--- config.mk ---
export PLATFORM = sky130hd
export DESIGN_NAME = usb_ep0_control_sequencer
export DESIGN_NICKNAME = d
export VERILOG_FILES = /design/src/rtl/uep0_pkg.sv /design/src/rtl/uep0_apb_regs.sv /design/src/rtl/uep0_in_stage.sv /design/src/rtl/uep0_core.sv /design/src/rtl/usb_ep0_control_sequencer.sv
export SDC_FILE = /design/constraint.sdc
export NUM_CORES = 1
export LEC_CHECK = 0
export BUFFER_PORTS_ARGS = -buffer_cell sky130_fd_sc_hd__clkbuf_2
export CAP_MARGIN = 25
export CORE_MARGIN = 3
export CORE_UTILIZATION = 45
export DETAILED_ROUTE_END_ITERATION = 10
export GPL_TIMING_DRIVEN = 0
export PLACE_DENSITY = 0.77
export SETUP_SLACK_MARGIN = 0.05
export SLEW_MARGIN = 20
export SYNTH_ARGS = -nofsm -noshare
export SYNTH_HDL_FRONTEND = slang
export SYNTH_HIERARCHICAL = 1
export SYNTH_SLANG_ARGS = --single-unit
--- constraint.sdc ---
create_clock -name clk -period 7.7 [get_ports clk]
set_input_delay 0.77 -clock clk [delete_from_list [all_inputs] [get_ports clk]]
set_output_delay 0.77 -clock clk [all_outputs]
set_load 0.02 [all_outputs]
--- src/rtl/uep0_pkg.sv ---
// shared types and constants for the usb endpoint-0 control sequencer
// no dependencies; imported by every module of the block
`default_nettype none

package uep0_pkg;

  // defaults for the top-level parameters
  localparam int EP0_PACKET_DEFAULT  = 64;
  localparam int BULK_PACKET_DEFAULT = 64;

  localparam int SETUP_LEN      = 8;
  localparam int BULK_FULL_MAX  = 64;
  localparam int BULK_HIGH_MAX  = 512;
  localparam int REQ_DIR_BIT    = 7;

  // configuration register indexes
  localparam logic REG_CLASS_SUPPORTED = 1'b0;

  // actions
  localparam logic [2:0] ACT_NONE       = 3'd0;
  localparam logic [2:0] ACT_CLR_STALL  = 3'd1;
  localparam logic [2:0] ACT_READ_SETUP = 3'd2;
  localparam logic [2:0] ACT_SEND_STALL = 3'd3;
  localparam logic [2:0] ACT_READ_OUT   = 3'd4;
  localparam logic [2:0] ACT_WRITE_IN   = 3'd5;

  // ep0 phases
  localparam logic [1:0] PH_IDLE = 2'd0;
  localparam logic [1:0] PH_IN   = 2'd1;
  localparam logic [1:0] PH_OUT  = 2'd2;

  // bus speeds
  localparam logic [1:0] SPD_UNKNOWN = 2'd0;
  localparam logic [1:0] SPD_FULL    = 2'd1;
  localparam logic [1:0] SPD_HIGH    = 2'd2;

  // operations
  localparam logic OP_EVENT = 1'b0;
  localparam logic OP_LOAD  = 1'b1;

  typedef struct packed {
    logic        operation;
    logic [3:0]  bus_events;
    logic        ep0_irq;
    logic        hs_mode;
    logic        ep0_stalled;
    logic        setup_end;
    logic        rx_ready;
    logic [6:0]  rx_len;
    logic [7:0]  request_type;
    logic [15:0] resp_len;
  } uep0_req_t;

  typedef struct packed {
    logic [2:0]  action;
    logic        setup_dispatch;
    logic        ack_setup_end;
    logic [15:0] write_offset;
    logic [6:0]  write_bytes;
    logic        write_last;
    logic [1:0]  phase;
    logic        connected;
    logic [1:0]  speed;
    logic [9:0]  bulk_max_packet;
  } uep0_rsp_t;

  typedef struct packed {
    logic class_supported;
  } uep0_cfg_t;

endpackage

`default_nettype wire

--- src/rtl/uep0_apb_regs.sv ---
// apb configuration register file: holds the class_supported bit
// depends on uep0_pkg
`default_nettype none

module uep0_apb_regs
  import uep0_pkg::*;
(
  input  wire logic        clk,
  input  wire logic        rst,
  input  wire logic        psel,
  input  wire logic        penable,
  input  wire logic        pwrite,
  input  wire logic [2:0]  paddr,
  input  wire logic [31:0] pwdata,
  output logic [31:0]      prdata,
  output logic             pready,
  output uep0_cfg_t        cfg
);

  logic class_supported;
  logic wr_en;
  logic sel_class;

  assign pready    = 1'b1;
  assign sel_class = (paddr[2] == REG_CLASS_SUPPORTED);
  assign wr_en     = psel && penable && pwrite && pready;

  always_ff @(posedge clk) begin
    if (rst) begin
      class_supported <= 1'b0;
    end else if (wr_en && sel_class) begin
      class_supported <= pwdata[0];
    end
  end

  always_comb begin
    prdata = 32'd0;
    if (sel_class) begin
      prdata = {31'd0, class_supported};
    end
  end

  assign cfg.class_supported = class_supported;

endmodule

`default_nettype wire

--- src/rtl/uep0_in_stage.sv ---
// input register of the sequencer: takes an item whenever it is empty or
// being drained; depends on uep0_pkg
`default_nettype none

module uep0_in_stage
  import uep0_pkg::*;
(
  input  wire logic      clk,
  input  wire logic      rst,
  input  wire logic      req_valid,
  output logic           req_stall,
  input  wire uep0_req_t req,
  input  wire logic      take,
  output logic           item_valid,
  output uep0_req_t      item
);

  logic load;

  assign load      = !item_valid || take;
  assign req_stall = !load;

  always_ff @(posedge clk) begin
    if (rst) begin
      item_valid <= 1'b0;
    end else if (load) begin
      item_valid <= req_valid;
    end
  end

  always_ff @(posedge clk) begin
    if (load && req_valid) begin
      item <= req;
    end
  end

endmodule

`default_nettype wire

--- src/rtl/uep0_core.sv ---
// ep0 control state, next-state logic and result register
// depends on uep0_pkg
`default_nettype none

module uep0_core
  import uep0_pkg::*;
#(
  parameter int EP0_PACKET  = EP0_PACKET_DEFAULT,
  parameter int BULK_PACKET = BULK_PACKET_DEFAULT
) (
  input  wire logic      clk,
  input  wire logic      rst,
  input  wire uep0_cfg_t cfg,
  input  wire logic      item_valid,
  input  wire uep0_req_t item,
  output logic           take,
  output logic           rsp_valid,
  input  wire logic      rsp_stall,
  output uep0_rsp_t      rsp
);

  localparam logic [6:0]  PKT_LEN  = 7'(EP0_PACKET);
  localparam logic [15:0] PKT_POS  = 16'(EP0_PACKET);
  localparam logic [6:0]  SETUP_SZ = 7'(SETUP_LEN);
  localparam logic [9:0]  BULK_DEF = 10'(BULK_PACKET);
  localparam logic [9:0]  BULK_FS  = 10'(BULK_FULL_MAX);
  localparam logic [9:0]  BULK_HS  = 10'(BULK_HIGH_MAX);

  logic [1:0]  ep0_phase, ep0_phase_next;
  logic        link_up, link_up_next;
  logic [1:0]  bus_speed, bus_speed_next;
  logic [15:0] tx_position, tx_position_next;
  logic [15:0] tx_total, tx_total_next;

  logic [15:0] remain;
  logic [1:0]  ph_pre;
  uep0_rsp_t   res;

  assign take   = item_valid && (!rsp_valid || !rsp_stall);
  assign remain = (tx_total > tx_position) ? (tx_total - tx_position) : 16'd0;

  always_comb begin
    ep0_phase_next   = ep0_phase;
    link_up_next     = link_up;
    bus_speed_next   = bus_speed;
    tx_position_next = tx_position;
    tx_total_next    = tx_total;
    ph_pre           = ep0_phase;
    res              = '0;

    if (item.operation == OP_LOAD) begin
      tx_total_next = item.resp_len;
      res.action    = ACT_WRITE_IN;
      if (item.resp_len > PKT_POS) begin
        res.write_bytes  = PKT_LEN;
        tx_position_next = PKT_POS;
      end else begin
        res.write_bytes  = item.resp_len[6:0];
        res.write_last   = 1'b1;
        tx_position_next = 16'd0;
      end
    end else if (item.bus_events[0]) begin
      // bus reset ends the item
      link_up_next   = 1'b1;
      ep0_phase_next = PH_IDLE;
    end else begin
      if (item.bus_events[1]) begin
        link_up_next = 1'b1;
      end
      if (item.bus_events[2] || item.bus_events[3]) begin
        link_up_next = 1'b0;
        ph_pre       = PH_IDLE;
      end
      ep0_phase_next = ph_pre;
      if (item.ep0_irq) begin
        if (bus_speed == SPD_UNKNOWN) begin
          bus_speed_next = item.hs_mode ? SPD_HIGH : SPD_FULL;
        end
        if (item.ep0_stalled) begin
          res.action     = ACT_CLR_STALL;
          ep0_phase_next = PH_IDLE;
        end else begin
          if (item.setup_end) begin
            res.ack_setup_end = 1'b1;
            ph_pre            = PH_IDLE;
          end
          // a ready fifo always restarts the transfer: read as a setup packet if SETUP_LEN bytes, else stalled
          if (item.rx_ready) begin
            ph_pre = PH_IDLE;
          end
          ep0_phase_next = ph_pre;
          if (ph_pre == PH_IDLE) begin
            if (item.rx_ready) begin
              if (item.rx_len == SETUP_SZ) begin
                res.action         = ACT_READ_SETUP;
                res.setup_dispatch = cfg.class_supported;
                ep0_phase_next     = item.request_type[REQ_DIR_BIT] ? PH_IN : PH_OUT;
              end else begin
                res.action = ACT_SEND_STALL;
              end
            end
          end else if (ph_pre == PH_IN) begin
            if (tx_position == 16'd0) begin
              ep0_phase_next = PH_IDLE;
            end else begin
              res.action       = ACT_WRITE_IN;
              res.write_offset = tx_position;
              if (remain > PKT_POS) begin
                res.write_bytes  = PKT_LEN;
                tx_position_next = tx_position + PKT_POS;
              end else begin
                res.write_bytes  = remain[6:0];
                res.write_last   = 1'b1;
                tx_position_next = 16'd0;
                ep0_phase_next   = PH_IDLE;
              end
            end
          end
        end
      end
    end

    res.phase     = ep0_phase_next;
    res.connected = link_up_next;
    res.speed     = bus_speed_next;
    case (bus_speed_next)
      SPD_HIGH: res.bulk_max_packet = BULK_HS;
      SPD_FULL: res.bulk_max_packet = BULK_FS;
      default:  res.bulk_max_packet = BULK_DEF;
    endcase
  end

  always_ff @(posedge clk) begin
    if (rst) begin
      ep0_phase   <= PH_IDLE;
      link_up     <= 1'b0;
      bus_speed   <= SPD_UNKNOWN;
      tx_position <= 16'd0;
      tx_total    <= 16'd0;
      rsp_valid   <= 1'b0;
    end else begin
      if (take) begin
        ep0_phase   <= ep0_phase_next;
        link_up     <= link_up_next;
        bus_speed   <= bus_speed_next;
        tx_position <= tx_position_next;
        tx_total    <= tx_total_next;
        rsp_valid   <= 1'b1;
      end else if (!rsp_stall) begin
        rsp_valid <= 1'b0;
      end
    end
  end

  always_ff @(posedge clk) begin
    if (take) begin
      rsp <= res;
    end
  end

endmodule

`default_nettype wire

--- src/rtl/usb_ep0_control_sequencer.sv ---
// usb endpoint-0 control sequencer, top level
// an accepted item passes through the input register and then the result register
// one item per cycle unless stalled; ep0 next-state logic sits between the two registers
// rst is synchronous: ep0 idle, link down, speed unknown, transfer position and length zero
// depends on uep0_pkg, uep0_apb_regs, uep0_in_stage and uep0_core
`default_nettype none

module usb_ep0_control_sequencer
  import uep0_pkg::*;
#(
  parameter int EP0_PACKET  = EP0_PACKET_DEFAULT,
  parameter int BULK_PACKET = BULK_PACKET_DEFAULT
) (
  input  wire logic        clk,
  input  wire logic        rst,
  input  wire logic        psel,
  input  wire logic        penable,
  input  wire logic        pwrite,
  input  wire logic [2:0]  paddr,
  input  wire logic [31:0] pwdata,
  output logic [31:0]      prdata,
  output logic             pready,
  input  wire logic        req_valid,
  output logic             req_stall,
  input  wire uep0_req_t   req,
  output logic             rsp_valid,
  input  wire logic        rsp_stall,
  output uep0_rsp_t        rsp
);

  uep0_cfg_t cfg;
  uep0_req_t item;
  logic      item_valid;
  logic      take;

  uep0_apb_regs u_regs (
    .clk     (clk),
    .rst     (rst),
    .psel    (psel),
    .penable (penable),
    .pwrite  (pwrite),
    .paddr   (paddr),
    .pwdata  (pwdata),
    .prdata  (prdata),
    .pready  (pready),
    .cfg     (cfg)
  );

  uep0_in_stage u_in (
    .clk        (clk),
    .rst        (rst),
    .req_valid  (req_valid),
    .req_stall  (req_stall),
    .req        (req),
    .take       (take),
    .item_valid (item_valid),
    .item       (item)
  );

  uep0_core #(
    .EP0_PACKET  (EP0_PACKET),
    .BULK_PACKET (BULK_PACKET)
  ) u_core (
    .clk        (clk),
    .rst        (rst),
    .cfg        (cfg),
    .item_valid (item_valid),
    .item       (item),
    .take       (take),
    .rsp_valid  (rsp_valid),
    .rsp_stall  (rsp_stall),
    .rsp        (rsp)
  );

  // packet fields stay clear unless a packet is written
  a_no_pkt_fields: assert property (@(posedge clk) disable iff (rst)
    rsp_valid && (rsp.action != ACT_WRITE_IN) |->
      (rsp.write_offset == 16'd0) && (rsp.write_bytes == 7'd0) && !rsp.write_last)
    else $error("packet fields set without an IN write");

  a_pkt_len: assert property (@(posedge clk) disable iff (rst)
    rsp_valid && (rsp.action == ACT_WRITE_IN) |->
      (rsp.write_bytes <= 7'(EP0_PACKET)) &&
      (rsp.write_last || (rsp.write_bytes == 7'(EP0_PACKET))))
    else $error("IN packet length out of range");

  a_dispatch: assert property (@(posedge clk) disable iff (rst)
    rsp_valid && rsp.setup_dispatch |-> (rsp.action == ACT_READ_SETUP) &&
      ((rsp.phase == PH_IN) || (rsp.phase == PH_OUT)))
    else $error("setup dispatched without a setup read");

  a_speed_hold: assert property (@(posedge clk) disable iff (rst)
    take && (u_core.bus_speed != SPD_UNKNOWN) |=> $stable(u_core.bus_speed))
    else $error("bus speed changed after being latched");

endmodule

`default_nettype wire

Word level (Yosys, flattened, before mapping)
Cells that the tools add are included.

storage, ports and cells
  register bits = 125
  input bits = 83

cells by class
  $add $sub $neg = 2
  magnitude comparators = 3
  equal/unequal tests = 8
  muxes and demuxes = 61
  bitwise gates (word level) = 6
  reductions and logical operators = 22

operator list
  cell                                                             count
  2-to-1 mux 16 bit                                                9
  2-to-1 mux 24 bit                                                3
  2-to-1 mux 29 bit                                                2
  2-to-1 mux 2 bit                                                 23
  greater-than comparator 16 x 7 -> 1 bit (second input constant)  2
  2-to-1 mux 26 bit                                                1
  2-to-1 mux 7 bit                                                 3
  adder 16 x 7 -> 16 bit (second input constant)                   1
  greater-than comparator 16 bit                                   1
  zero test 16 bit                                                 1
  subtractor 16 bit                                                1
  OR reduction 7 bit                                               2
  2-to-1 mux 1 bit                                                 13
  2-to-1 mux 3 bit                                                 4
  2-to-1 mux 10 bit                                                1
  2-to-1 mux 8 bit                                                 1
  equality test 7 x 4 -> 1 bit (second input constant)             1
  AND reduction 7 bit                                              1
  inequality test 2 x 1 -> 1 bit (second input constant)           3
  inverter 1 bit                                                   6
  logical AND 1 bit                                                5
  zero test 1 bit                                                  4
  zero test 2 bit                                                  2
  2-to-1 mux 4 bit                                                 1
  other kinds (7)                                                  11

Longest topological paths before layout
Gate-level depths: netlist of the first run.

  word-level depth = 16
  mapped depth = 11
  depth with buffers taken out = 9

Modules after synthesis
The synthesis of the first run kept the hierarchy.

by module, submodules not included
  module         instances  cells each  area each (µm²)  seq. area each (µm²)
  uep0_core      1          413         3,653.5          1,541.5
  uep0_in_stage  1          45          1,281.2          1,251.2
  uep0_apb_regs  1          40          309.0            20.0

Worst setup path before layout of the first run
Ideal clock, no wire load.

  path kind = input-to-reg
  start = input port rsp_stall
  end = register, netlist name u_in/item[0]
  setup time = 444 ps
  data arrival time = 3,747 ps
  required time = 7,256 ps
  setup slack = 3,510 ps
  stages on the path = 5
  cell sequence = nand2_1 > nand2_1 > inv_1 > nor2b_4 > nor2b_1

between the ends
  word-level cells in the longest chain between the ends = 5

RTL lines
  element            line                             RTL
  start, declared    usb_ep0_control_sequencer.sv:27  input wire logic rsp_stall,
  zero test 1 bit    uep0_core.sv:39                  assign take = item_valid && (!rsp_valid || !rsp_stall);
  logical OR 1 bit   uep0_core.sv:39
  logical AND 1 bit  uep0_core.sv:39
  named net take     usb_ep0_control_sequencer.sv:34  logic take;
  logical OR 1 bit   uep0_in_stage.sv:20              assign load = !item_valid || take;
  logical AND 1 bit  uep0_in_stage.sv:32              if (load && req_valid) begin

The timed path passes the listed nets, and every way through them passes these cells.
A chain may end at the register's enable or synchronous reset.

Worst setup path in the final report of the first run
  start = register u_core.tx_position[11]
  end = register, netlist name u_core/rsp[13]

between the ends
  word-level cells in the longest chain between the ends = 11

RTL lines
  element                                                              line              RTL
  start, declared                                                      uep0_core.sv:32   logic [15:0] tx_position, tx_position_next;
  start signal, assigned                                               uep0_core.sv:146  tx_position <= tx_position_next;
  subtractor 16 bit or greater-than comparator 16 bit (tied branches)  uep0_core.sv:40   assign remain = (tx_total > tx_position) ? (tx_total - tx_position) : 16'd0;
  2-to-1 mux 16 bit                                                    uep0_core.sv:40
  greater-than comparator 16 x 7 -> 1 bit                              uep0_core.sv:108  if (remain > PKT_POS) begin
  2-to-1 mux 2 bit                                                     uep0_core.sv:108
  2-to-1 mux 2 bit (*)                                                 uep0_core.sv:103  if (tx_position == 16'd0) begin
  2-to-1 mux 2 bit (*)                                                 uep0_core.sv:102  end else if (ph_pre == PH_IN) begin
  2-to-1 mux 2 bit (*)                                                 uep0_core.sv:92   if (ph_pre == PH_IDLE) begin
  2-to-1 mux 2 bit (*)                                                 uep0_core.sv:79   if (item.ep0_stalled) begin
  2-to-1 mux 2 bit (*)                                                 uep0_core.sv:75   if (item.ep0_irq) begin
  2-to-1 mux 2 bit (*)                                                 uep0_core.sv:62   end else if (item.bus_events[0]) begin
  2-to-1 mux 2 bit (*)                                                 uep0_core.sv:51   if (item.operation == OP_LOAD) begin
  named net u_core.ep0_phase_next[0]                                   uep0_core.sv:29   logic [1:0] ep0_phase, ep0_phase_next;

The timed path passes the listed nets; every way through them passes the cells marked *.

==> metrics.txt, run 1 <==
status=complete, no violations; clock sinks=98; Fin. Hold Viols=0; clock buffer depth=2; critical path cell sequence=clkbuf_1 -> inv_1 -> ha_1 -> a21oi_1 -> o21ai_0 -> a2111o_1 -> a2111oi_4 -> nand4_4 -> o21ai_4 -> o31ai_1; final max-slew violation count=0; Tot GR Track Use=16.8%; first-pass GRT wire length=17,500 um; global routing met3 resource utilization=2.88%; Cell Rows=37; CP Max Fanout=10; initial antenna violation count=0; Fmax=294 MHz; final setup vio count=0; routing usage on met1=22.2%; Avg Vias per Cell=5.16; Crit path max-delay family=compound AO/OA/AOI/OAI gates; Crit-path slowest cell=a2111o_1; Iter 0 DRT Violations=215; Levels on crit path=10; GR met2 Demand/Resource=28.0%; CTS-repair resized insts=0; Initial Util=roughly 47%; vias in the first global route=3,647; cts bufs inserted=9; CTS H-tree lvls=3; fin cells=roughly 760; Slew @ Worst Pin=0.753 ns; GRT busiest layer=met2; area grow syn2layout=18.8%; Critical Path Sink Type=flip-flop; maximum VDD drop=0.138 mV; max-cap violation count=0; average size of a mapped cell=10.3 um2; worst clock skew=0.0154 ns; Tcrit/Tclk final=between 40 and 50%; NumNets Final=719; number of setup buffers added after CTS=0; pwr dens=192 nW/um2; HPWL after DPL=~8100 um; global route overflow=0; via count=3,940; die height=112 um; I/O pin cnt=roughly 160; worst setup path class=reg2reg; Antenna Cells=0; drt pass-1 iters=5; Cells after Synth=491; commonest non-fill, non-tap cell in the layout=clkbuf_2; Hold Buf Count CTS=0; die area=12,500 um2; post-route ant nets=0; Setup crit end=u_core/rsp[13]; largest net degree at the start of global routing=36; CP startpoint kind=flip-flop; Die X=112 um; PortBufs=75; crit path time final=~3.4 ns; setup TNS=0 ns; worst r2r dst=u_core/rsp[13]; Synth Warn #=6; reg2reg path depth=10; most frequent cells in the layout=clkbuf_2 (75), nand2_1 (74), edfxtp_1 (64); RSZ-0062 raised after global routing=false; Cell Area, Synth=5030 um2; Crit path buffers/inverters=2; clk slew on worst S/H paths=0.10 ns; Arrival @ worst endpoint=3.51 ns; HP Class=reg2reg; Root Buffer=clkbuf_8; wire per inst=14.0 um; CTS tree=done; Critical Path RT=about 7.8 ns; drc violations=0; Rel. slew slack=49.7%; clk_lat worst skew=~0.37 ns; R2R Setup Slk=4.30 ns; crit path from=u_core/tx_position[11]; core area=10,600 um2; Worst path max stage delay=0.44 ns; final wirelength=10,700 um; dpl cells=747; Crit Reg-Reg Startpoint=u_core/tx_position[11]; Leak=2.50 nW; layout cells sized above 1=between 20 and 30%; final RePlAce weighted congestion=approximately 0.9
-- final cells by class --
type                            count  area [um2]
Timing Repair Buffer               76         403
Inverter                           24        90.1
Buffer                             60         400
Multi-Input combinational cell    353        2110
Clock inverter                      6        73.8
Tap cell                          136         170
Sequential cell                    98        2600
Clock buffer                       10         128
Fill cell                         888        4620
-- power by group --
part	leakage [nW]	internal (W)	switching, W
combinational	1.52	0.0000776	0.000128
clock	0.0954	0.000155	0.000183
sequential	0.879	0.000588	0.0000151
-- worst min-delay path: cells and delay by family, from the launching register on --
kind	cells	cell delay, ns
AO/OA/AOI/OAI	1	0.05
flip-flops	1	0.33
AND/OR/NAND/NOR	1	0.05
-- worst min path at each step --
stage | start | endpoint | depth (start not counted)
2_1_floorplan | u_core/link_up | u_core/link_up | 2
3_3_place_gp | u_core/link_up | u_core/link_up | 2
3_5_place_dp | u_core/tx_total[6] | u_core/tx_total[6] | 2
4_1_cts | u_core/tx_total[6] | u_core/tx_total[6] | 2
5_1_grt | u_core/tx_total[1] | u_core/tx_total[1] | 2
6_report | u_core/tx_total[6] | u_core/tx_total[6] | 2
-- metrics by stage --
stage          area (um2)  hold WS (ns)  util (%)  setup WS [ns]  total power (W)
6_report             5980         0.475      56.4           4.30          0.00115
5_1_grt              5980         0.497      56.4           4.11          0.00120
4_1_cts              5980         0.477      56.4           4.36          0.00115
3_5_place_dp         5780         0.462      54.5           4.39         0.000816
3_3_place_gp         5740         0.447      54.2           3.06         0.000807
2_1_floorplan        5200         0.437         -           3.83         0.000765
-- state kept, by name (all words and copies together), names as in the netlist --
name                cells
u_in/item              34
u_core/rsp             30
u_core/tx_total        16
u_core/tx_position     10
u_core/bus_speed        2
u_core/ep0_phase        2
u_core/link_up          1
u_core/rsp_valid        1
u_in/item_valid         1
u_regs/cfg              1
-- per-layer routing --
| layer | part of all wire [%] | vias to the layer above |
|---|---|---|
| li1 | - | 1931 |
| met1 | 43 | 1803 |
| met2 | 48 | 188 |
| met3 | 7.7 | 18 |
| met4 | 1.5 | 0 |
| met5 | 0 | - |
Note: power is estimated with default switching activity, not from simulation.
==> inputs of run 2 (changes only) <==
--- a/config.mk
+++ b/config.mk
@@ -5,13 +5,14 @@
 export SDC_FILE = /design/constraint.sdc
 export NUM_CORES = 1
 export LEC_CHECK = 0
+export ABC_AREA = 1
 export BUFFER_PORTS_ARGS = -buffer_cell sky130_fd_sc_hd__clkbuf_2
 export CAP_MARGIN = 25
 export CORE_MARGIN = 3
 export CORE_UTILIZATION = 45
 export DETAILED_ROUTE_END_ITERATION = 10
 export GPL_TIMING_DRIVEN = 0
-export PLACE_DENSITY = 0.77
+export PLACE_DENSITY = 0.79
 export SETUP_SLACK_MARGIN = 0.05
 export SLEW_MARGIN = 20
 export SYNTH_ARGS = -nofsm -noshare
==> constraint.sdc (replaced) <==
create_clock -name clk -period 2.75 [get_ports clk]
set_input_delay 0.275 -clock clk [delete_from_list [all_inputs] [get_ports clk]]
set_output_delay 0.275 -clock clk [all_outputs]
set_load 0.02 [all_outputs]
==> run 2 against run 1 <==
  * Sequential share of layout area shrank 2.6 points
  * Power grew to 3.2 times the previous value
  * Sequential cell count unchanged
  * Synthesized area is 1.6% higher
  * Sequential power rose to 2.8 times the previous value
  * First-iteration DRC count rose by 19%
  * Synthesized cell count is 22% higher
  * Register-to-register slack worse by 4.1 ns
  * Clock skew decreased by 0.0080 ns
  * Utilization grew 2.1 points
==> metrics.txt, run 2 <==
status=complete, no violations; final setup vio count=0; number of flip-flops under the largest register name=34; clock buffer depth=2; cts bufs inserted=9; max-cap violation count=0; Crit Reg-Reg Startpoint=u_core/tx_position[8]; PortBufs=75; initial antenna violation count=0; Largest Register=u_in/item; drc violations=0; Critical Path RT=3.02 ns; post-route ant nets=0; HP Class=in2reg; setup TNS=0 ns; Hold EP=u_in/item[9]; worst r2r dst=u_core/tx_position[15]; maximum VDD drop=0.397 mV; final wirelength=11,500 um; most frequent cells in the layout=nand2_1 (129), clkbuf_2 (75), inv_1 (65); clock sinks=98; worst setup path class=reg2reg; Fmax=392 MHz; Slew @ Worst Pin=0.522 ns; HP Start=req[9]; Critical Path Sink Type=flip-flop; clk slew on worst S/H paths=0.07 ns; CTS H-tree lvls=3; layout cells sized above 1=28.9%; CP Max Fanout=6; Pwr Total=0.00368 W; largest net degree at the start of global routing=slightly above 40; area grow syn2layout=25.6%; CP startpoint kind=flip-flop; RSZ-0062 raised after global routing=true; die height=113 um; Layout Utilization=58.5%; clk_lat worst skew=0.34 ns; critical path cell sequence=inv_2 -> ha_4 -> nand2_2 -> nor2_4 -> and2_4 -> nand2_2 -> nand2_4 -> nand2_4 -> nor2_4 -> nor2_1 -> nand2_1 -> nand2_2 -> nand2_4 -> inv_2 -> nor3_4 -> nand2_1 -> nand2_1 -> nand2_1 -> a21oi_2; Leak=2.96 nW; NumNets Final=832; Antenna Cells=0; final max-slew violation count=0; R2R Setup Slk=around 0.20 ns; Cell Rows=38; worst hold path cell count=1; Regs by FF count=u_in/item x34, u_core/rsp x30, u_core/tx_total x16; via count=roughly 4.3k; Arrival @ worst endpoint=2.83 ns; reg2reg path depth=19; HPWL after DPL=8250 um; Avg Vias per Cell=4.90; Worst path max stage delay=0.37 ns; Cell Area, Synth=5120 um2; Fin. Hold Viols=0; Fillers=roughly 960; worst hold slack=0.100 ns; global route overflow=0; core area=11,000 um2; average size of a mapped cell=8.54 um2; Die X=113 um; Crit path buffers/inverters=2; I/O pin cnt=162; Cells after Synth=roughly 600; Root Buffer=clkbuf_16; Crit path max-delay family=simple AND/OR/NAND/NOR gates; Rel. slew slack=65.2%; crit path time final=between 2 and 3 ns; Initial Util=between 40 and 50%; pre-CTS setup slack=-0.184 ns; die area=about 13,000 um2; Synth Warn #=6; worst setup margin=0.198 ns; vias in the first global route=4,042; first-pass GRT wire length=17,800 um; Crit-path slowest cell=dfxtp_4; crit path from=u_core/tx_position[8]; CTS tree=done; commonest non-fill, non-tap cell in the layout=nand2_1; pwr dens=~570 nW/um2; crit-path most repeated cell=nand2_1; wire per inst=between 10 and 15 um; Tcrit/Tclk final=92.8%; Iter 0 DRT Violations=between 200 and 300; Tot GR Track Use=17.6%; drt pass-1 iters=5; worst clock skew=0.00737 ns; final RePlAce weighted congestion=0.917
[run 2: worst max-delay path by stage]
stage / cells after the start / to
finish: 19 / u_core/tx_position[15]
global route: 23 / u_core/ep0_phase[0]
CTS: 22 / u_core/ep0_phase[0]
detailed placement: 9 / u_in/item[11]
global placement: 9 / u_in/item[8]
floorplan: 8 / u_in/item[0]
[run 2: layout make-up]
type / count / area [um2] / share of cell area (%)
plain buffers: 56 / 387 / 6.02
clock inverters: 6 / 63.8 / 0.993
repair buffers: 80 / 413 / 6.43
flip-flops and latches: 98 / 2630 / 40.9
inverters: 81 / 314 / 4.89
clock buffers: 10 / 239 / 3.72
well taps: 140 / 175 / 2.73
multi-input cells: 409 / 2200 / 34.3
[run 2: what timing repair did]
action | 4_1_cts | 5_1_grt
hold buffers | 0 | 0
endpoints found under the setup margin | 41 | 53
gates resized for setup | 13 | 47
setup buffers | 0 | 5
pin swaps | 0 | 11
cloned | 0 | 1
[run 2: stage by stage]
step	instances	cell area [um2]
3_5_place_dp	858	5840
4_1_cts	874	6230
5_1_grt	880	6420
6_report	880	6420
2_1_floorplan	643	5290
3_3_place_gp	858	5840
[run 2: power by group]
part | switching, W | internal, W | total, W
clock network | 0.000532 | 0.000731 | 0.00126
logic | 0.000468 | 0.000262 | 0.000730
registers | 0.0000414 | 0.00165 | 0.00169
[run 2: worst register-to-register path: stages (launching register included)]
cell and delay, ns:
dfxtp_4 0.37, inv_2 0.07, ha_4 0.31, nand2_2 0.10
nor2_4 0.13, and2_4 0.17, nand2_2 0.07, nand2_4 0.10
nand2_4 0.07, nor2_4 0.12, nor2_1 0.05, nand2_1 0.08
nand2_2 0.06, nand2_4 0.09, inv_2 0.06, nor3_4 0.32
nand2_1 0.09, nand2_1 0.07, nand2_1 0.05, a21oi_2 0.09
[run 2: metal layers]
layer	share of wire (%)	global-route usage, %
met2	50	30.8
met1	40	20.2
met5	0	0
met3	7.6	4.47
met4	2.5	7.61
